File: src/rtl/rhss_pkg.sv
// shared constants, types and modular arithmetic helpers for the rolling hash search
`timescale 1ns / 1ps
package rhss_pkg;

  localparam int unsigned MAX_PATTERN_DEF = 64;
  localparam longint unsigned MAX_TEXT_DEF = 64'd65536;

  localparam int CMD_W  = 2;
  localparam int CODE_W = 5;
  localparam int POS_W  = 16;
  localparam int CNT_W  = 17;
  localparam int HASH_W = 30;
  localparam int MULB_W = 6;

  localparam logic [HASH_W-1:0] HASH_MOD  = 30'd1000000007;
  localparam logic [MULB_W-1:0] HASH_BASE = 6'd26;

  typedef enum logic [CMD_W-1:0] {
    CMD_PATTERN = 2'd0,
    CMD_TEXT    = 2'd1,
    CMD_CLEAR   = 2'd2
  } cmd_e;

  typedef logic [HASH_W-1:0] hash_t;

  function automatic hash_t add_mod(hash_t x, hash_t y);
    logic [HASH_W:0] s;
    s = {1'b0, x} + {1'b0, y};
    if (s >= {1'b0, HASH_MOD}) s = s - {1'b0, HASH_MOD};
    return s[HASH_W-1:0];
  endfunction

  function automatic hash_t sub_mod(hash_t x, hash_t y);
    logic [HASH_W:0] s;
    if (x >= y) s = {1'b0, x} - {1'b0, y};
    else s = {1'b0, x} + {1'b0, HASH_MOD} - {1'b0, y};
    return s[HASH_W-1:0];
  endfunction

  // one shift-add step of a modular multiply, msb first
  function automatic hash_t mul_step(hash_t acc, hash_t a, logic b);
    hash_t t;
    t = add_mod(acc, acc);
    if (b) t = add_mod(t, a);
    return t;
  endfunction

endpackage

File: src/rtl/rolling_hash_substring_search.sv
// top level: rolling hash substring search with pattern and window memories
//
// channel  dir  handshake              payload
// in       in   in_valid_i/in_stall_o  cmd_i, letter_i, last_i
// out      out  out_valid_o/out_stall_i found_o, position_o
//
// pattern letter: weight then hash multiply (hash only for the first); ignored once full
// text letter: drop oldest letter if window full, add new one, compare on a hash hit
// all multiplies share one 6-step shift-add modular multiplier
// reset clears all control state; the two letter memories are not cleared
// a stalled result holds the last step of an item that has a result to give
`timescale 1ns / 1ps
module rolling_hash_substring_search #(
  parameter int unsigned     MAX_PATTERN = rhss_pkg::MAX_PATTERN_DEF,
  parameter longint unsigned MAX_TEXT    = rhss_pkg::MAX_TEXT_DEF
) (
  input  logic                        clk_i,
  input  logic                        rst_ni,
  input  logic                        in_valid_i,
  output logic                        in_stall_o,
  input  logic [rhss_pkg::CMD_W-1:0]  cmd_i,
  input  logic [rhss_pkg::CODE_W-1:0] letter_i,
  input  logic                        last_i,
  output logic                        out_valid_o,
  input  logic                        out_stall_i,
  output logic                        found_o,
  output logic [rhss_pkg::POS_W-1:0]  position_o
);

  import rhss_pkg::*;

  localparam int IDXW = (MAX_PATTERN > 1) ? $clog2(MAX_PATTERN) : 1;
  localparam int LW   = $clog2(MAX_PATTERN + 1);
  localparam logic [CNT_W-1:0] CNT_LIMIT =
    (MAX_TEXT < 64'd131071) ? CNT_W'(MAX_TEXT) : 17'd131071;
  localparam logic [LW-1:0] PAT_MAX = LW'(MAX_PATTERN);

  localparam logic [3:0] S_IDLE = 4'd0;
  localparam logic [3:0] S_P_W  = 4'd1;
  localparam logic [3:0] S_P_H  = 4'd2;
  localparam logic [3:0] S_T_RD = 4'd3;
  localparam logic [3:0] S_T_DR = 4'd4;
  localparam logic [3:0] S_T_H  = 4'd5;
  localparam logic [3:0] S_C_RD = 4'd6;
  localparam logic [3:0] S_C_CK = 4'd7;
  localparam logic [3:0] S_FIN  = 4'd8;

  logic [3:0]        state_q, state_d;
  logic [CODE_W-1:0] letter_q, letter_d;
  logic              last_q, last_d;
  logic [LW-1:0]     plen_q, plen_d;
  hash_t             ph_q, ph_d, w_q, w_d, wh_q, wh_d;
  logic [CNT_W-1:0]  cnt_q, cnt_d;
  logic              matched_q, matched_d, loading_q, loading_d;
  logic [IDXW-1:0]   head_q, head_d, idx_q, idx_d;
  hash_t             acc_q, acc_d, mul_a_q, mul_a_d;
  logic [MULB_W-1:0] mul_b_q, mul_b_d;
  logic [2:0]        mcnt_q, mcnt_d;
  logic              res_have_q, res_have_d;
  logic [POS_W-1:0]  res_pos_q, res_pos_d, start_q, start_d;
  logic              out_valid_q, out_valid_d, found_q, found_d;
  logic [POS_W-1:0]  pos_q, pos_d;

  logic              pram_we, wram_we;
  logic [IDXW-1:0]   wram_waddr, wram_raddr;
  logic [CODE_W-1:0] prd, wrd;

  hash_t             mstep, hsub, hnew;
  logic              mdone, seen_ge, p1_ge, emit_now, can_emit;
  logic [IDXW:0]     ring_sum, head_inc;
  logic [IDXW-1:0]   cmp_idx, head_nxt;
  logic [CNT_W:0]    start_full;
  hash_t             letter_w;

  assign mstep    = mul_step(acc_q, mul_a_q, mul_b_q[3'd5 - mcnt_q]);
  assign mdone    = (mcnt_q == 3'd5);
  assign seen_ge  = (cnt_q >= CNT_W'(plen_q));
  assign p1_ge    = ((CNT_W+1)'(cnt_q) + 1'b1) >= (CNT_W+1)'(plen_q);
  assign start_full = (CNT_W+1)'(cnt_q) + 1'b1 - (CNT_W+1)'(plen_q);
  assign letter_w = HASH_W'(letter_q) + 1'b1;
  assign hsub     = sub_mod(wh_q, mstep);
  assign hnew     = add_mod(mstep, letter_w);
  assign ring_sum = (IDXW+1)'(head_q) + (IDXW+1)'(idx_q);
  assign cmp_idx  = (ring_sum >= (IDXW+1)'(plen_q)) ?
                    IDXW'(ring_sum - (IDXW+1)'(plen_q)) : ring_sum[IDXW-1:0];
  assign head_inc = (IDXW+1)'(head_q) + 1'b1;
  assign head_nxt = (head_inc == (IDXW+1)'(plen_q)) ? '0 : head_inc[IDXW-1:0];
  assign emit_now = res_have_q || (last_q && !matched_q);
  assign can_emit = !out_valid_q || !out_stall_i;
  assign wram_raddr = (state_q == S_C_RD) ? cmp_idx : head_q;
  assign wram_waddr = seen_ge ? head_q : cnt_q[IDXW-1:0];

  rhss_ram #(.WIDTH(CODE_W), .DEPTH(MAX_PATTERN)) u_pattern_ram (
    .clk_i   (clk_i),
    .we_i    (pram_we),
    .waddr_i (plen_q[IDXW-1:0]),
    .wdata_i (letter_q),
    .raddr_i (idx_q),
    .rdata_o (prd)
  );

  rhss_ram #(.WIDTH(CODE_W), .DEPTH(MAX_PATTERN)) u_window_ram (
    .clk_i   (clk_i),
    .we_i    (wram_we),
    .waddr_i (wram_waddr),
    .wdata_i (letter_q),
    .raddr_i (wram_raddr),
    .rdata_o (wrd)
  );

  always_comb begin
    state_d = state_q;   letter_d = letter_q;   last_d = last_q;
    plen_d = plen_q;     ph_d = ph_q;           w_d = w_q;
    wh_d = wh_q;         cnt_d = cnt_q;         matched_d = matched_q;
    loading_d = loading_q; head_d = head_q;     idx_d = idx_q;
    acc_d = acc_q;       mul_a_d = mul_a_q;     mul_b_d = mul_b_q;
    mcnt_d = mcnt_q;     res_have_d = res_have_q; res_pos_d = res_pos_q;
    start_d = start_q;
    out_valid_d = out_valid_q && out_stall_i;
    found_d = found_q;   pos_d = pos_q;
    pram_we = 1'b0;      wram_we = 1'b0;

    if (state_q != S_IDLE && !mdone) begin
      acc_d  = mstep;
      mcnt_d = mcnt_q + 3'd1;
    end

    unique case (state_q)
      S_IDLE: begin
        if (in_valid_i) begin
          letter_d   = letter_i;
          last_d     = last_i;
          res_have_d = 1'b0;
          acc_d      = '0;
          mcnt_d     = '0;
          mul_b_d    = HASH_BASE;
          case (cmd_e'(cmd_i))
            CMD_PATTERN: begin
              loading_d = !last_i;
              if (!loading_q) begin
                plen_d = '0;  ph_d = '0;  w_d = HASH_W'(1);
                wh_d = '0;  cnt_d = '0;  matched_d = 1'b0;  head_d = '0;
                mul_a_d = '0;
                state_d = S_P_H;
              end else if (plen_q < PAT_MAX) begin
                mul_a_d = (plen_q != '0) ? w_q : ph_q;
                state_d = (plen_q != '0) ? S_P_W : S_P_H;
              end
            end
            CMD_TEXT: begin
              loading_d = 1'b0;
              if (matched_q) begin
                state_d = S_FIN;
              end else if (plen_q == '0) begin
                res_have_d = 1'b1;
                res_pos_d  = '0;
                matched_d  = 1'b1;
                state_d    = S_FIN;
              end else begin
                state_d = S_T_RD;
              end
            end
            CMD_CLEAR: begin
              loading_d = 1'b0;
              plen_d = '0;  ph_d = '0;  w_d = HASH_W'(1);
              wh_d = '0;  cnt_d = '0;  matched_d = 1'b0;  head_d = '0;
            end
            default: ;
          endcase
        end
      end
      S_P_W: begin
        if (mdone) begin
          w_d = mstep;
          acc_d = '0;  mcnt_d = '0;  mul_a_d = ph_q;  mul_b_d = HASH_BASE;
          state_d = S_P_H;
        end
      end
      S_P_H: begin
        if (mdone) begin
          ph_d    = hnew;
          pram_we = 1'b1;
          plen_d  = plen_q + 1'b1;
          state_d = S_IDLE;
        end
      end
      S_T_RD: begin
        acc_d = '0;
        mcnt_d = '0;
        if (seen_ge) begin
          mul_a_d = w_q;
          mul_b_d = MULB_W'(wrd) + 1'b1;
          state_d = S_T_DR;
        end else begin
          mul_a_d = wh_q;
          mul_b_d = HASH_BASE;
          state_d = S_T_H;
        end
      end
      S_T_DR: begin
        if (mdone) begin
          wh_d = hsub;
          acc_d = '0;  mcnt_d = '0;  mul_a_d = hsub;  mul_b_d = HASH_BASE;
          state_d = S_T_H;
        end
      end
      S_T_H: begin
        if (mdone) begin
          wh_d    = hnew;
          wram_we = 1'b1;
          if (seen_ge) head_d = head_nxt;
          if (cnt_q < CNT_LIMIT) cnt_d = cnt_q + 1'b1;
          start_d = (start_full > (CNT_W+1)'(16'hFFFF)) ? 16'hFFFF : start_full[POS_W-1:0];
          idx_d   = '0;
          state_d = (p1_ge && hnew == ph_q) ? S_C_RD : S_FIN;
        end
      end
      S_C_RD: begin
        state_d = S_C_CK;
      end
      S_C_CK: begin
        if (prd != wrd) begin
          state_d = S_FIN;
        end else if (LW'(idx_q) + 1'b1 == plen_q) begin
          res_have_d = 1'b1;
          res_pos_d  = start_q;
          matched_d  = 1'b1;
          state_d    = S_FIN;
        end else begin
          idx_d   = idx_q + 1'b1;
          state_d = S_C_RD;
        end
      end
      S_FIN: begin
        if (!emit_now || can_emit) begin
          if (emit_now) begin
            out_valid_d = 1'b1;
            found_d     = res_have_q;
            pos_d       = res_have_q ? res_pos_q : '0;
          end
          if (last_q) begin
            wh_d = '0;  cnt_d = '0;  matched_d = 1'b0;  head_d = '0;
          end
          state_d = S_IDLE;
        end
      end
      default: state_d = S_IDLE;
    endcase
  end

  always_ff @(posedge clk_i or negedge rst_ni) begin
    if (!rst_ni) begin
      state_q     <= S_IDLE;
      plen_q      <= '0;
      ph_q        <= '0;
      w_q         <= HASH_W'(1);
      wh_q        <= '0;
      cnt_q       <= '0;
      matched_q   <= 1'b0;
      loading_q   <= 1'b0;
      head_q      <= '0;
      mcnt_q      <= '0;
      res_have_q  <= 1'b0;
      out_valid_q <= 1'b0;
    end else begin
      state_q     <= state_d;
      plen_q      <= plen_d;
      ph_q        <= ph_d;
      w_q         <= w_d;
      wh_q        <= wh_d;
      cnt_q       <= cnt_d;
      matched_q   <= matched_d;
      loading_q   <= loading_d;
      head_q      <= head_d;
      mcnt_q      <= mcnt_d;
      res_have_q  <= res_have_d;
      out_valid_q <= out_valid_d;
    end
  end

  always_ff @(posedge clk_i) begin
    letter_q  <= letter_d;
    last_q    <= last_d;
    idx_q     <= idx_d;
    acc_q     <= acc_d;
    mul_a_q   <= mul_a_d;
    mul_b_q   <= mul_b_d;
    res_pos_q <= res_pos_d;
    start_q   <= start_d;
    found_q   <= found_d;
    pos_q     <= pos_d;
  end

  assign in_stall_o  = (state_q != S_IDLE);
  assign out_valid_o = out_valid_q;
  assign found_o     = found_q;
  assign position_o  = pos_q;

  a_notfound_pos: assert property (@(posedge clk_i) disable iff (!rst_ni)
    out_valid_o && !found_o |-> position_o == '0)
    else $error("not-found result with nonzero position");

  a_hash_range: assert property (@(posedge clk_i) disable iff (!rst_ni)
    wh_q < HASH_MOD && ph_q < HASH_MOD && w_q < HASH_MOD)
    else $error("hash register out of modular range");

  a_head_range: assert property (@(posedge clk_i) disable iff (!rst_ni)
    head_q == '0 || LW'(head_q) < plen_q)
    else $error("window head beyond pattern length");

  a_mul_count: assert property (@(posedge clk_i) disable iff (!rst_ni)
    mcnt_q <= 3'd5)
    else $error("multiplier step count overrun");

endmodule

File: src/rtl/rhss_ram.sv
// generic single write port ram with registered read
`timescale 1ns / 1ps
module rhss_ram #(
  parameter int WIDTH = 8,
  parameter int DEPTH = 64,
  localparam int AW = (DEPTH > 1) ? $clog2(DEPTH) : 1
) (
  input  logic             clk_i,
  input  logic             we_i,
  input  logic [AW-1:0]    waddr_i,
  input  logic [WIDTH-1:0] wdata_i,
  input  logic [AW-1:0]    raddr_i,
  output logic [WIDTH-1:0] rdata_o
);

  logic [WIDTH-1:0] mem_q [DEPTH];
  logic [WIDTH-1:0] rdata_q;

  always_ff @(posedge clk_i) begin
    if (we_i) begin
      mem_q[waddr_i] <= wdata_i;
    end
    rdata_q <= mem_q[raddr_i];
  end

  assign rdata_o = rdata_q;

endmodule
File: config.mk
export PLATFORM = sky130hd
export DESIGN_NAME = rolling_hash_substring_search
export DESIGN_NICKNAME = d
export VERILOG_FILES = /design/src/rtl/rhss_pkg.sv /design/src/rtl/rolling_hash_substring_search.sv /design/src/rtl/rhss_ram.sv
export SDC_FILE = /design/constraint.sdc
export NUM_CORES = 2
export LEC_CHECK = 0
export ABC_AREA = 0
export BUFFER_PORTS_ARGS = -buffer_cell sky130_fd_sc_hd__buf_2
export CORE_MARGIN = 2
export CORE_UTILIZATION = 25
export CTS_CLUSTER_DIAMETER = 50
export DETAILED_ROUTE_END_ITERATION = 8
export HOLD_SLACK_MARGIN = 0.02
export PLACE_DENSITY = 0.36
export RECOVER_POWER = 25
export SYNTH_ARGS = -nofsm -noshare
export SYNTH_HDL_FRONTEND = slang
export SYNTH_HIERARCHICAL = 1
export SYNTH_SLANG_ARGS = --single-unit
File: constraint.sdc
create_clock -name clk_i -period 22.1 [get_ports clk_i]
set_clock_uncertainty 0.2 [all_clocks]
set_input_delay 4.42 -clock clk_i [delete_from_list [all_inputs] [get_ports clk_i]]
set_output_delay 4.42 -clock clk_i [all_outputs]
set_load 0.005 [all_outputs]
== Word level (Yosys, flattened, before mapping) ==
Memory sizes are Yosys's and may differ from the RTL's. A register that Yosys moved wholly into a read port is not among the register bits.
Index checks and enable logic that the tools add are counted.

* Bits in registers: 258
* Input port bits: 12
* Bits in latches: 0
* Word-level logic and storage cells: 260
* ROM bits: 0
* Bits in writable memories: 640
* Memories: 2
* Output and inout port bits: 19

* Shifts and indexed selects: 0
* Div/mod/pow operators: 0
* Multipliers: 0
* Order comparisons: 11
* Equal/unequal tests: 38
* Bitwise gates (word level): 0
* Multiplexer cells: 119
* Reductions and logical operators: 46
* $add $sub $neg: 22

{| class="wikitable"
|+ Memory list
! name !! words !! width !! read ports !! clocked after memory_dff !! write ports !! RTL line !! source
|-
| u_pattern_ram.mem_q || 64 || 5 || 1 || 1 || 1 || rhss_ram.sv:16 || <nowiki>logic [WIDTH-1:0] mem_q [DEPTH];</nowiki>
|-
| u_window_ram.mem_q || 64 || 5 || 1 || 1 || 1 || rhss_ram.sv:16 ||
|}

{| class="wikitable"
|+ Operators by type and width
! kind !! count
|-
| 2-to-1 mux 30 bit || 24
|-
| case mux 30 bit (2 select lines) || 4
|-
| case mux 30 bit (4 select lines) || 2
|-
| 2-to-1 mux 17 bit || 6
|-
| 2-to-1 mux 16 bit || 6
|-
| 2-to-1 mux 6 bit || 16
|-
| >= comparator 31 x 30 -> 1 bit (second input constant) || 3
|-
| case mux 30 bit (3 select lines) || 1
|-
| subtractor 30 bit (second input constant) || 3
|-
| adder 30 x 30 -> 31 bit || 2
|-
| subtractor 30 bit || 2
|-
| 2-to-1 mux 4 bit || 13
|-
| case mux 17 bit (3 select lines) || 1
|-
| AND reduction 8 bit || 5
|-
| case mux 4 bit (9 select lines) || 1
|-
| case mux 6 bit (3 select lines) || 2
|-
| case mux 17 bit (2 select lines) || 1
|-
| case mux 16 bit (2 select lines) || 1
|-
| adder 30 x 6 -> 31 bit || 1
|-
| adder 30 bit (second input constant) || 1
|-
| == test 30 bit || 1
|-
| >= comparator 30 bit || 1
|-
| inequality test 2 bit (second input constant) || 14
|-
| case mux 7 bit (2 select lines) || 2
|-
| other kinds (59) || 123
|}

== Depth between registers and ports, before layout ==
* Depth in word-level cells: 15
* Gate-level depth with buffers: 53
* Gate-level depth less buffers: 49

== Cells and area by module ==
The synthesis kept the hierarchy.

{| class="wikitable"
|+ By module, submodules not included
! module !! times used !! sequential area each (µm²) !! cells each !! area each (µm²)
|-
| rolling_hash_substring_search || 1 || 6792.8 || 2881 || 23752.8
|-
| rhss_ram at u_pattern_ram || 1 || 9709.3 || 642 || 12886.1
|-
| rhss_ram at u_window_ram || 1 || 9709.3 || 610 || 12768.5
|}

== Worst setup path before layout ==
No wires, ideal clock.

* Path type: reg2reg
* From: reg acc_q[2]
* To: reg wh_q[1]
* Clock period less this slack: 10174 ps
* Data arrival time: 9850 ps
* Setup slack: 11926 ps
* Cell stages (with the launch flop): 51
* Buffers on the path: 5
* Setup time: 125 ps
* Required time: 21775 ps
* Cell sequence: dfxtp_1 -> inv_1 -> ha_1 -> nand4b_1 -> nand4b_1 -> a21oi_1 -> nor2_1 -> inv_1 -> buf_1 -> ha_1 -> inv_1 -> fa_1 -> nand3b_1 -> a21oi_2 -> nor3_4 -> o21a_1 -> buf_6 -> o311ai_1 -> [... 15 more ...] -> o21ai_0 -> a31oi_1 -> o21bai_1 -> a21oi_1 -> o21ai_0 -> a31o_2 -> a21o_1 -> a21oi_1 -> o21ai_0 -> a21o_1 -> a21oi_1 -> o211a_1 -> o21ai_1 -> clkbuf_1 -> nand2_1 -> o211ai_1 -> o21ai_0 -> mux2_2

* Cells in the longest elaborated chain, start to end: 12
* Elaborated cells between the ends (all ways): 20
* Classes of those cells: add/sub: 8; order compare: 4; mux: 8

{| class="wikitable"
|+ RTL lines
! element !! RTL line !! source
|-
| start, declared || rolling_hash_substring_search.sv:56 || <nowiki>hash_t acc_q, acc_d, mul_a_q, mul_a_d;</nowiki>
|-
| start signal, assigned || rolling_hash_substring_search.sv:285 || <nowiki>acc_q <= acc_d;</nowiki>
|-
| adder 30 x 30 -> 31 bit * || rhss_pkg.sv:28 || <nowiki>s = {1'b0, x} + {1'b0, y};</nowiki>
|-
| subtractor 30 bit or >= comparator 31 x 30 -> 1 bit (tied branches) || rhss_pkg.sv:29 || <nowiki>if (s >= {1'b0, HASH_MOD}) s = s - {1'b0, HASH_MOD};</nowiki>
|-
| 2-to-1 mux 30 bit * || rhss_pkg.sv:29 ||
|-
| adder 30 x 30 -> 31 bit || rhss_pkg.sv:28 ||
|-
| subtractor 30 bit or >= comparator 31 x 30 -> 1 bit (tied branches) || rhss_pkg.sv:29 ||
|-
| 2-to-1 mux 30 bit || rhss_pkg.sv:29 ||
|-
| 2-to-1 mux 30 bit * || rhss_pkg.sv:44 || <nowiki>if (b) t = add_mod(t, a);</nowiki>
|-
| adder 30 x 6 -> 31 bit || rhss_pkg.sv:28 ||
|-
| >= comparator 31 x 30 -> 1 bit or subtractor 30 bit (tied branches) || rhss_pkg.sv:29 ||
|-
| 2-to-1 mux 30 bit || rhss_pkg.sv:29 ||
|-
| 2-to-1 mux 30 bit || rolling_hash_substring_search.sv:208 || <nowiki>if (mdone) begin</nowiki>
|-
| case mux 30 bit (4 select lines) * || rolling_hash_substring_search.sv:128 || <nowiki>unique case (state_q)</nowiki>
|-
| end signal, assigned || rolling_hash_substring_search.sv:270 || <nowiki>wh_q <= wh_d;</nowiki>
|-
| end, declared || rolling_hash_substring_search.sv:52 || <nowiki>hash_t ph_q, ph_d, w_q, w_d, wh_q, wh_d;</nowiki>
|}

Every way passes the cells marked *; elsewhere a longest branch is shown, timed or not. The select of a mux whose other input is x is not followed.
A chain may end at the register's enable or synchronous reset.

== Worst setup path after layout ==
* From: reg acc_q[5]
* To: reg state_q[3]

* Cells in the longest elaborated chain, start to end: 15
* Elaborated cells between the ends (all ways): 18
* Classes of those cells: add/sub: 6; order compare: 3; eq/ne: 1; mux: 7; reduce/logical: 1

{| class="wikitable"
|+ RTL lines
! element !! RTL line !! source
|-
| adder 30 x 30 -> 31 bit * || rhss_pkg.sv:28 ||
|-
| subtractor 30 bit or >= comparator 31 x 30 -> 1 bit (tied branches) || rhss_pkg.sv:29 ||
|-
| 2-to-1 mux 30 bit * || rhss_pkg.sv:29 ||
|-
| adder 30 x 30 -> 31 bit || rhss_pkg.sv:28 ||
|-
| subtractor 30 bit or >= comparator 31 x 30 -> 1 bit (tied branches) || rhss_pkg.sv:29 ||
|-
| 2-to-1 mux 30 bit || rhss_pkg.sv:29 ||
|-
| 2-to-1 mux 30 bit * || rhss_pkg.sv:44 ||
|-
| adder 30 x 6 -> 31 bit * || rhss_pkg.sv:28 ||
|-
| subtractor 30 bit or >= comparator 31 x 30 -> 1 bit (tied branches) || rhss_pkg.sv:29 ||
|-
| 2-to-1 mux 30 bit * || rhss_pkg.sv:29 ||
|-
| == test 30 bit * || rolling_hash_substring_search.sv:215 || <nowiki>state_d = (p1_ge && hnew == ph_q) ? S_C_RD : S_FIN;</nowiki>
|-
| logical AND 1 bit * || rolling_hash_substring_search.sv:215 ||
|-
| 2-to-1 mux 4 bit * || rolling_hash_substring_search.sv:215 ||
|-
| 2-to-1 mux 4 bit * || rolling_hash_substring_search.sv:208 ||
|-
| case mux 4 bit (9 select lines) * || rolling_hash_substring_search.sv:128 ||
|-
| end signal, assigned || rolling_hash_substring_search.sv:266 || <nowiki>state_q <= state_d;</nowiki>
|-
| end, declared || rolling_hash_substring_search.sv:48 || <nowiki>logic [3:0] state_q, state_d;</nowiki>
|}

Marked as above.

==> results_dict.tcl <==
set metrics [dict create \
    critPathLaunchType "flip-flop" \
    port_buffers 30 \
    cts_tree "built" \
    drt_iter0_markers 2575 \
    seq_area_frac_synth 0.531 \
    syn_to_final_growth_pct 15.4 \
    cts_buffers 133 \
    synth_top_area_share 0.448 \
    wl_per_cell_um 23.5 \
    start_util 0.251 \
    synth-edff-count 737 \
    drt_wl_total_mm 163 \
    drive_gt1_frac 0.137 \
    yosysMostFrequentCell "edfxtp_1" \
    cts_resized 0 \
    holdWs_ps 275 \
    finalSetupViolations 0 \
    synth_area_um2 49400 \
    min_from "acc_q[29]" \
    grtUsageTotal 0.159 \
    dr.pass1.iters 6 \
    finalHoldViolations 0 \
    synth_area_per_cell_um2 12.0 \
    synth_flop_cell "edfxtp_1" \
    met1Wirelength_mm 74.3 \
    cts_setup_buffers 0 \
    synth.area.top_cells "edfxtp_1 (45%), dfrtp_1 (6.6%), mux4_2 (6.0%)" \
    ys_async_sr_fraction 0.144 \
    post-dp-hpwl_mm 115 \
    die_y_um 449 \
    critPathMaxStageDelay_ps 830 \
    r2r-start "acc_q[5]" \
    clk_latency_ps 790 \
    met2WireLength_mm 79.3 \
    synth-seq-cells 908 \
    grt_max_degree 89 \
    vias_per_cell 4.91 \
    via_count 33962 \
    drcViolationCount 0 \
    arrival_ps 13670 \
    highest_layer "met4" \
    critPathMaxFanout 19 \
    synth_cell_types 133 \
    worstMarginPinSlew_ps 7160 \
    clk_path_buf_depth 3 \
    grt_pass1_wl_mm 241 \
    violations "capacitance limit, slew limit" \
    end_kind "flip-flop" \
    layout_min_cycle_time_ps 13220 \
    h-tree-depth 4 \
    cts_hold_buf 0 \
    coreArea_um2 197000 \
    placementRows 163 \
    overflow 0 \
    rsz0062_at_grt "no" \
    cts_root_buffer "clkbuf_16" \
    place.gp.congestion 0.837 \
    antenna_found_initial 1 \
    die_width_um 449 \
    worstSetupPathType "reg2reg" \
    slew_violations 601 \
    grt_pass1_vias 34675 \
    wl_met3_mm 5.88 \
    max_freq_mhz 75.6 \
    cts_sinks 908 \
    critPathRequiredTime_ps 22550 \
    drv_cap 9 \
    relSlewSlack -3.78 \
    ant_nets 0 \
    crit_start "acc_q[5]" \
    status "finished, violations left" \
    fp.dieArea_um2 201000 \
    synth_nets 4321 \
    tns_ps 0 \
    io_pins 31 \
    yosys_warnings 6 \
    synth_common_cells "edfxtp_1 (737), nor2_1 (383), nand2_1 (342), o21ai_0 (238), a21oi_1 (189)" \
    synth_area_leader_cell "edfxtp_1" \
    slowest_stage "o21ai_2" \
    clk_pin_slew_ps 50 \
    hp-class "reg2reg" \
    synth_cells 4133 \
    finalCritPeriodShare 0.598 \
    nNetsFinal 4360 \
]
## state kept, by name (all words and copies together) (netlist names), 17 cells and up
signal               flops
acc_q                   30
cnt_q                   17
mul_a_q                 30
ph_q                    30
u_pattern_ram/mem_q    320
u_window_ram/mem_q     320
w_q                     30
wh_q                    30
## final timing paths
kind / slack [ps] / endpoint / depth (start not counted)
setup / recovery: 8880 / state_q[3] / 39
max in group asynchronous: 16720 / ph_q[0] / 2
setup reg to reg: 8880 / state_q[3] / 39
hold / removal: 270 / acc_q[29] / 2
hold reg to reg: 270 / acc_q[29] / 2
min in group asynchronous: 3510 / wh_q[17] / 1
## area by class of cell
class                           count  area, µm²
Clock buffer                      161       3590
Inverter                          156        591
Antenna cell                        1       2.50
Tap cell                         2640       3300
Timing Repair Buffer              105        686
Sequential cell                   908      26200
Clock inverter                     82        972
Fill cell                       20205     140000
Multi-Input combinational cell   2868      21700
## kinds of logic (layout without fill, tap and decap cells)
kind of cell | Yosys count | in the layout | synth area share
flip-flops | 908 | 908 | 0.531
AO/OA/AOI/OAI | 918 | 918 | 0.126
AND/OR/NAND/NOR | 1303 | 1303 | 0.128
XOR/XNOR | 223 | 223 | 0.0413
other | 0 | 1 | 0
adder cells (fa/ha/maj) | 176 | 176 | 0.0479
multiplexers | 248 | 248 | 0.0930
buffers and inverters | 357 | 504 | 0.0332
## through the flow
| stage | cells | setup WS (ps) | util | area (µm²) |
|---|---|---|---|---|
| floorplan | 4133 | 11930 | - | 49400 |
| detailed placement | 6677 | 8900 | 0.267 | 52500 |
| finish | 6921 | 8880 | 0.290 | 57000 |
| global placement | 6677 | 8990 | 0.267 | 52500 |
| global route | 6920 | 7770 | 0.290 | 57000 |
| CTS | 6920 | 8810 | 0.290 | 57100 |
## metal layers
metal,vias up,global-route usage
li1,15872,-
met1,17231,0.214
met2,672,0.266
met3,187,0.0220
met4,0,0.0402
met5,-,0
## worst max-delay path, delay by kind of cell, from the launching register on
kind            cells  cell delay [ps]
xor+xnor            3              850
compound gates     10             3230
fa+ha+maj           2              800
flops               1              340
simple gates       19             6080
mux                 2              860
buf+inv             3              680
## placed cells by master (no fill, tap or decap), types with 40 or more instances in the layout
master	count
edfxtp_1	737
nor2_1	378
nand2_1	340
o21ai_0	234
a21oi_1	188
ha_1	154
inv_1	150
xnor2_1	145
clkbuf_16	138
mux4_2	132
dfrtp_1	130
nand3_1	109
xor2_1	72
nor3_1	70
buf_4	66
and2_1	52
nand4_1	50
mux2i_1	50
nor2b_1	44
a21o_1	43
a211oi_1	43
dfxtp_1	40
Power is not shown: default switching activity piles up to over one toggle a cycle in this logic, so the estimate is an artifact.
